`src/design/pidrd_pkg.sv`:
```
// Shared types, constants and arithmetic helpers of the PID controller with ramp and deadband.
// Used by pidrd_ctrl, pidrd_dp and pid_controller_ramp_deadband.
// It depends on nothing else.
package pidrd_pkg;

	// Fixed-point format of every data value.
	localparam int DW = 32;
	localparam int FB = 16;
	// Multiplier operand and product widths, and the width of the widest sum.
	localparam int AW = 33;
	localparam int BW = 35;
	localparam int PW = AW + BW;
	localparam int SW = DW + 3;

	// Configuration register indexes.
	localparam logic [2:0] CFG_KP    = 3'd0;
	localparam logic [2:0] CFG_KI    = 3'd1;
	localparam logic [2:0] CFG_KD    = 3'd2;
	localparam logic [2:0] CFG_ALPHA = 3'd3;
	localparam logic [2:0] CFG_LIM   = 3'd4;
	localparam logic [2:0] CFG_DB    = 3'd5;
	localparam logic [2:0] CFG_STEP  = 3'd6;
	localparam logic [2:0] CFG_MODE  = 3'd7;

	// Setpoint write codes and opcodes.
	localparam logic [1:0] WR_TGT = 2'd1;
	localparam logic [1:0] WR_CUR = 2'd2;
	localparam logic OP_CLEAR = 1'b1;

	// Mode register bits.
	localparam int MODE_RAMP = 0;
	localparam int MODE_VEL  = 1;

	typedef enum logic [3:0] {
		ST_IDLE, ST_SETP, ST_ERR, ST_P1, ST_P2, ST_P3, ST_P4, ST_P5, ST_P6, ST_FIN
	} state_t;

	// Which product the shared multiplier forms.
	typedef enum logic [2:0] {
		MUL_NONE, MUL_KP_E, MUL_KP_DE, MUL_KI_SE, MUL_KD_DE, MUL_KD_DDE, MUL_AL_DF
	} mul_sel_t;

	// Where the scaled product goes.
	typedef enum logic [2:0] {
		NRM_NONE, NRM_T1, NRM_T2, NRM_T3, NRM_DF
	} nrm_t;

	typedef struct packed {
		logic     load;
		logic     setp;
		logic     err;
		mul_sel_t mul;
		nrm_t     nrm;
		logic     integ_upd;
		logic     fin;
	} cmd_t;

	typedef struct packed {
		logic clr;
		logic vel;
		logic out_busy;
	} sts_t;

	// Saturate a wide sum to the data range.
	function automatic logic signed [DW-1:0] sat_dw(input logic signed [SW-1:0] x);
		logic signed [SW-1:0] hi;
		logic signed [SW-1:0] lo;
		hi = {{(SW-DW+1){1'b0}}, {(DW-1){1'b1}}};
		lo = ~hi;
		if (x > hi) return hi[DW-1:0];
		else if (x < lo) return lo[DW-1:0];
		else return x[DW-1:0];
	endfunction

	// Clamp a wide sum to plus or minus a non-negative limit.
	function automatic logic signed [DW-1:0] clamp_sym(input logic signed [SW-1:0] x,
		input logic [DW-2:0] lim);
		logic signed [SW-1:0] lp;
		logic signed [SW-1:0] ln;
		lp = {{(SW-DW+1){1'b0}}, lim};
		ln = -lp;
		if (x > lp) return lp[DW-1:0];
		else if (x < ln) return ln[DW-1:0];
		else return x[DW-1:0];
	endfunction

	// Scale a product down by FB or FB+1 bits toward zero, then saturate.
	function automatic logic signed [DW-1:0] scale_prod(input logic signed [PW-1:0] p,
		input logic sh_one);
		logic signed [PW-1:0] bias;
		logic signed [PW-1:0] b;
		logic signed [PW-1:0] q;
		logic signed [PW-1:0] hi;
		logic signed [PW-1:0] lo;
		bias = sh_one ? {{(PW-FB-1){1'b0}}, {(FB+1){1'b1}}} : {{(PW-FB){1'b0}}, {FB{1'b1}}};
		b = p[PW-1] ? p + bias : p;
		q = sh_one ? (b >>> (FB + 1)) : (b >>> FB);
		hi = {{(PW-DW+1){1'b0}}, {(DW-1){1'b1}}};
		lo = ~hi;
		if (q > hi) return hi[DW-1:0];
		else if (q < lo) return lo[DW-1:0];
		else return q[DW-1:0];
	endfunction

endpackage

```
`src/design/pidrd_ctrl.sv`:
```
// Sequencer of the PID controller: steps one word through setpoint, error and products.
// Depends on pidrd_pkg for the state, command and status types.
module pidrd_ctrl
	import pidrd_pkg::*;
(
	input  logic clk,
	input  logic arst_n,
	input  logic s_tvalid,
	output logic s_tready,
	input  sts_t sts,
	output cmd_t cmd
);

	state_t state_q;
	state_t state_d;

	// State register.
	always_ff @(posedge clk or negedge arst_n) begin
		if (!arst_n) begin
			state_q <= ST_IDLE;
		end else begin
			state_q <= state_d;
		end
	end

	// Next state.
	always_comb begin
		state_d = state_q;
		case (state_q)
			ST_IDLE: begin
				if (s_tvalid) state_d = ST_SETP;
			end
			ST_SETP: begin
				state_d = sts.clr ? ST_FIN : ST_ERR;
			end
			ST_ERR: state_d = ST_P1;
			ST_P1:  state_d = ST_P2;
			ST_P2:  state_d = ST_P3;
			ST_P3:  state_d = ST_P4;
			ST_P4:  state_d = sts.vel ? ST_FIN : ST_P5;
			ST_P5:  state_d = ST_P6;
			ST_P6:  state_d = ST_FIN;
			ST_FIN: begin
				if (!sts.out_busy) state_d = ST_IDLE;
			end
			default: state_d = ST_IDLE;
		endcase
	end

	// Commands to the datapath.
	always_comb begin
		cmd = '0;
		cmd.mul = MUL_NONE;
		cmd.nrm = NRM_NONE;
		s_tready = 1'b0;
		case (state_q)
			ST_IDLE: begin
				s_tready = 1'b1;
				cmd.load = s_tvalid;
			end
			ST_SETP: cmd.setp = 1'b1;
			ST_ERR:  cmd.err = 1'b1;
			ST_P1:   cmd.mul = sts.vel ? MUL_KP_DE : MUL_KP_E;
			ST_P2: begin
				cmd.nrm = NRM_T1;
				cmd.mul = MUL_KI_SE;
			end
			ST_P3: begin
				cmd.nrm = NRM_T2;
				cmd.mul = sts.vel ? MUL_KD_DDE : MUL_KD_DE;
			end
			ST_P4: begin
				cmd.nrm = NRM_T3;
				cmd.integ_upd = !sts.vel;
			end
			ST_P5:  cmd.mul = MUL_AL_DF;
			ST_P6:  cmd.nrm = NRM_DF;
			ST_FIN: cmd.fin = !sts.out_busy;
			default: cmd = '0;
		endcase
	end

endmodule

```
`config.mk`:
```
export PLATFORM = sky130hd
export DESIGN_NAME = pidrd_ctrl
export DESIGN_NICKNAME = d
export VERILOG_FILES = /design/src/design/pidrd_pkg.sv /design/src/design/pidrd_ctrl.sv
export SDC_FILE = /design/constraint.sdc
export NUM_CORES = 1
export LEC_CHECK = 0
export BUFFER_PORTS_ARGS = -buffer_cell sky130_fd_sc_hd__buf_2
export CORE_AREA = 5 5 42 44
export DETAILED_ROUTE_END_ITERATION = 6
export DIE_AREA = 0 0 47 49
export HOLD_SLACK_MARGIN = 0.06
export PLACE_DENSITY_LB_ADDON = 0.12
export SETUP_SLACK_MARGIN = 0.02
export SLEW_MARGIN = 20
export SYNTH_ARGS = -nofsm -noshare
export SYNTH_HDL_FRONTEND = slang
export SYNTH_SLANG_ARGS = --single-unit
export TNS_END_PERCENT = 1
```
`constraint.sdc`:
```
create_clock -name clk -period 1.85 [get_ports clk]
set_clock_uncertainty 0.2 [all_clocks]
set_input_delay 0.2775 -clock clk [delete_from_list [all_inputs] [get_ports clk]]
set_output_delay 0.2775 -clock clk [all_outputs]
set_load 0.05 [all_outputs]
```
## Yosys cells after proc, flatten, opt, wreduce, memory -nomap -nowiden

Index checks and enable logic that the tools add are counted.

| word-level totals | value |
|---|---|
| register bits after elaboration | 4 |
| logic and storage cells | 31 |

| operators by class | value |
|---|---|
| eq/ne operators | 11 |
| mux-type cells | 15 |
| reduce and logical (&&, ||, !) cells | 4 |

Operators by type and width:

| cell | number |
|---|---|
| 4-bit case mux with 10 select lines | 1 |
| 3-bit case mux with 4 select lines | 2 |
| 4-bit by 3-bit equality test with 1-bit output (second input constant) | 4 |
| 4-bit two-way mux | 4 |
| 4-bit by 2-bit equality test with 1-bit output (second input constant) | 2 |
| 4-bit equality test (second input constant) | 2 |
| 1-bit two-way mux | 7 |
| 4-bit by 1-bit equality test with 1-bit output (second input constant) | 1 |
| 4-bit zero test | 1 |
| 2-bit inequality test (second input constant) | 2 |
| 1-bit zero test | 2 |
| 2-bit two-way mux | 1 |
| 2-bit AND reduction | 1 |

## Depth between registers and ports, before layout

| logic depth | value |
|---|---|
| word-level depth | 3 |
| gate-level depth with buffers | 4 |
| depth with buffers taken out | 3 |

## Worst setup path before layout

No wires, ideal clock.

| timing path | value |
|---|---|
| path type | register to output |
| from | register state_q[1] |
| to | output cmd[10] in the netlist's numbering |
| arrival time | 2.069 ns |
| data required time | 1.372 ns |
| slack | -0.697 ns |
| stages on the path, launching flop included | 4 |
| buffers on the path | 1 |
| path through | dfrtp_1 buf_6 nor4_2 and2_1 |

RTL lines:

| item | RTL line | text |
|---|---|---|
| from (decl) | pidrd_ctrl.sv:14 | `state_t state_q;` |
| from (signal assigned) | pidrd_ctrl.sv:22 | `state_q <= state_d;` |
| to (decl) | pidrd_ctrl.sv:11 | `output cmd_t cmd` |

==> metrics.md <==
| Metric | Value |
|---|---|
| Area contributors post-synth | dfrtp_1 27%, nand2b_1 8.4%, buf_6 6.1% |
| Worst Hold Class | input pin to flip-flop |
| Rows | 14 |
| Post-route ant nets | 0 |
| Root Driver | clkbuf_4 |
| Vias in the first global route | 389 |
| Syn-to-layout area delta | 74.3% |
| Bufs on Longest Clock Path | 2 |
| Avg WL per Cell | 11.6 um |
| Grt ovf | 0 |
| Placed insts | 81 |
| GP Congestion | 0.712 |
| Design area | 646 um^2 |
| CTS H-Tree Depth | 1 |
| Starting density of the core | 0.264 |
| Max Cap Viol | 0 |
| Largest net degree at the start of global routing | 11 |
| Slew margin rel. | 0.816 |
| Drt drc | 0 |
| DR iter-0 viols | 1 |
| Top cell type's share of synthesized area | 0.270 |
| CP arrival | 1400 ps |
| Final net count | 80 |
| Violated checks | setup timing |
| Most flop-heavy register | state_q |
| CP Class | flip-flop to output port |
| CTS buffer count | 3 |
| Fmax | 534 MHz |
| Full die area | 2300 um^2 |
| Fraction of layout cells with a size suffix above 1 | 0.583 |
| Reg-to-reg critical path endpoint | state_q[0] |
| WP data required | 1370 ps |
| Final wirelength | 1020 um |
| Most frequent cells in the layout | 11 x buf_6, 7 x buf_2, 6 x buf_4 |
| Critical R2R Launch | state_q[0] |
| Final WS setup | -23.9 ps |
| Worst slew pin tran | 276 ps |
| Initial antenna violation count | 0 |
| Clk sinks | 4 |
| Synth Area per Inst | 7.72 um^2 |
| Synth cell types | 27 |
| # diodes | 0 |
| # IOs | 18 |
| Final core utilization | 0.461 |
| Final Hold Fails | 0 |
| Port-buffer cells | 17 |
| Die Ht | 49 um |
| Final period util | 1.01 |
| Largest regs | state_q (4) |
| Sequential area share after synthesis | 0.270 |
| Post-route minimum period | 1870 ps |
| DRT Pass-1 Iters | 2 |
| DP Wirelength | 762 um |
| RSZ-0062 raised after global routing | yes |
| Register clock-pin slew on the reported worst setup and hold paths | 40 ps |
| Placed Area | 489 um^2 |
| Global-route wire length before repair | 1680 um |
| WHS | 159 ps |
| CTS tree | yes |
| Synth Warn # | 0 |
| Yosys reg bits | 4 |
| Insertion delay to the later sink of the worst-skew pair | 230 ps |
| Synth area leader | dfrtp_1 |
| DR vias/cell | 4.53 |
| Max reg flops | 4 |
| Post-synthesis instance area | 370 um^2 |
| Worst Setup EP | cmd[9] |
| Final Max Tran Viols | 0 |
| CP startpoint kind | flip-flop |
| Syn Nets | 54 |
| Worst r2r path cells | 4 |
| Outcome | complete, but fails checks |
| CP Max Fanout | 4 |
| Non-filler cells, final | 88 |
| Final setup vio count | 3 |
| Syn Inst Count | 48 |
| CP startpoint | state_q[1] |
| Vias | 399 |
| Flop2flop setup slack | 420 ps |
| Most common cell after layout, fill and taps aside | buf_6 |
| DIE WIDTH | 47 um |
| Critical Path End Type | output port |
| Core ar. | 1400 um^2 |
| GRT Util Overall | 0.0969 |
[cell usage after synthesis]
cell type	instances
o22ai_1	1
a22oi_1	1
o21ai_0	1
or2_1	1
dfrtp_1	4
nor4_2	1
nor2b_1	2
nand2_1	2
o211ai_1	1
and3b_1	1
a221oi_1	1
a21oi_1	4
mux2i_1	1
a21o_1	2
o21ai_1	1
nor3_1	3
buf_4	1
nor2_1	6
and2_1	1
buf_6	2
nand2b_1	5
inv_2	1
buf_2	1
and2b_1	1
inv_1	1
nor2_2	1
or3_1	1
[through the flow]
stage,setup TNS [ps],setup WS (ps)
floorplan,-1150,-338
global placement,0,96.1
detailed placement,0,93.4
CTS,-47.5,-28.4
global route,-307,-83.9
finish,-29.8,-23.9
[timing repair]
| action | 4_1_cts | 5_1_grt |
|---|---|---|
| setup buffers | 3 | 0 |
| endpoints found under the setup margin | 9 | 12 |
| hold endpoints to repair | 4 | 0 |
| resized for setup | 16 | 18 |
| pin swaps | 3 | 2 |
| hold buffers | 1 | 0 |
[cell type report]
cell class / instances / area (um^2)
fill: 153 / 756
multi-input combinational: 38 / 278
inverter: 2 / 7.51
sequential: 4 / 104
clock buffer: 3 / 22.5
tap: 16 / 20.0
timing repair buffer: 25 / 214
[per-layer routing]
metal	GRT usage	vias to the layer above	wire length, um
met4	0.0415	0	0
met2	0.143	8	515
li1	-	213	-
met1	0.138	178	445
met3	0.0111	0	58
met5	0	-	0
[worst min path at each step]
stage | from | depth (start not counted) | endpoint
5_1_grt | sts[2] | 3 | state_q[1]
6_report | sts[2] | 3 | state_q[1]
3_5_place_dp | arst_n | 1 | state_q[2]
3_3_place_gp | arst_n | 1 | state_q[2]
4_1_cts | sts[2] | 3 | state_q[1]
2_1_floorplan | arst_n | 0 | state_q[0]
[cells by family after synthesis]
kind of cell / Yosys count / synth area share
simple gates: 25 / 0.385
compound gates: 12 / 0.203
buf+inv: 6 / 0.115
flops: 4 / 0.270
mux: 1 / 0.0270
[worst max-delay path, cell delays in order, from the launching register on]
cell and delay (ps):
dfrtp_2 440, buf_6 130, or2_4 230, nor3_4 180, buf_6 180
Power is left out: the tool's default activity adds up to more than one toggle a clock period on the data nets, which glitch-free logic cannot reach.
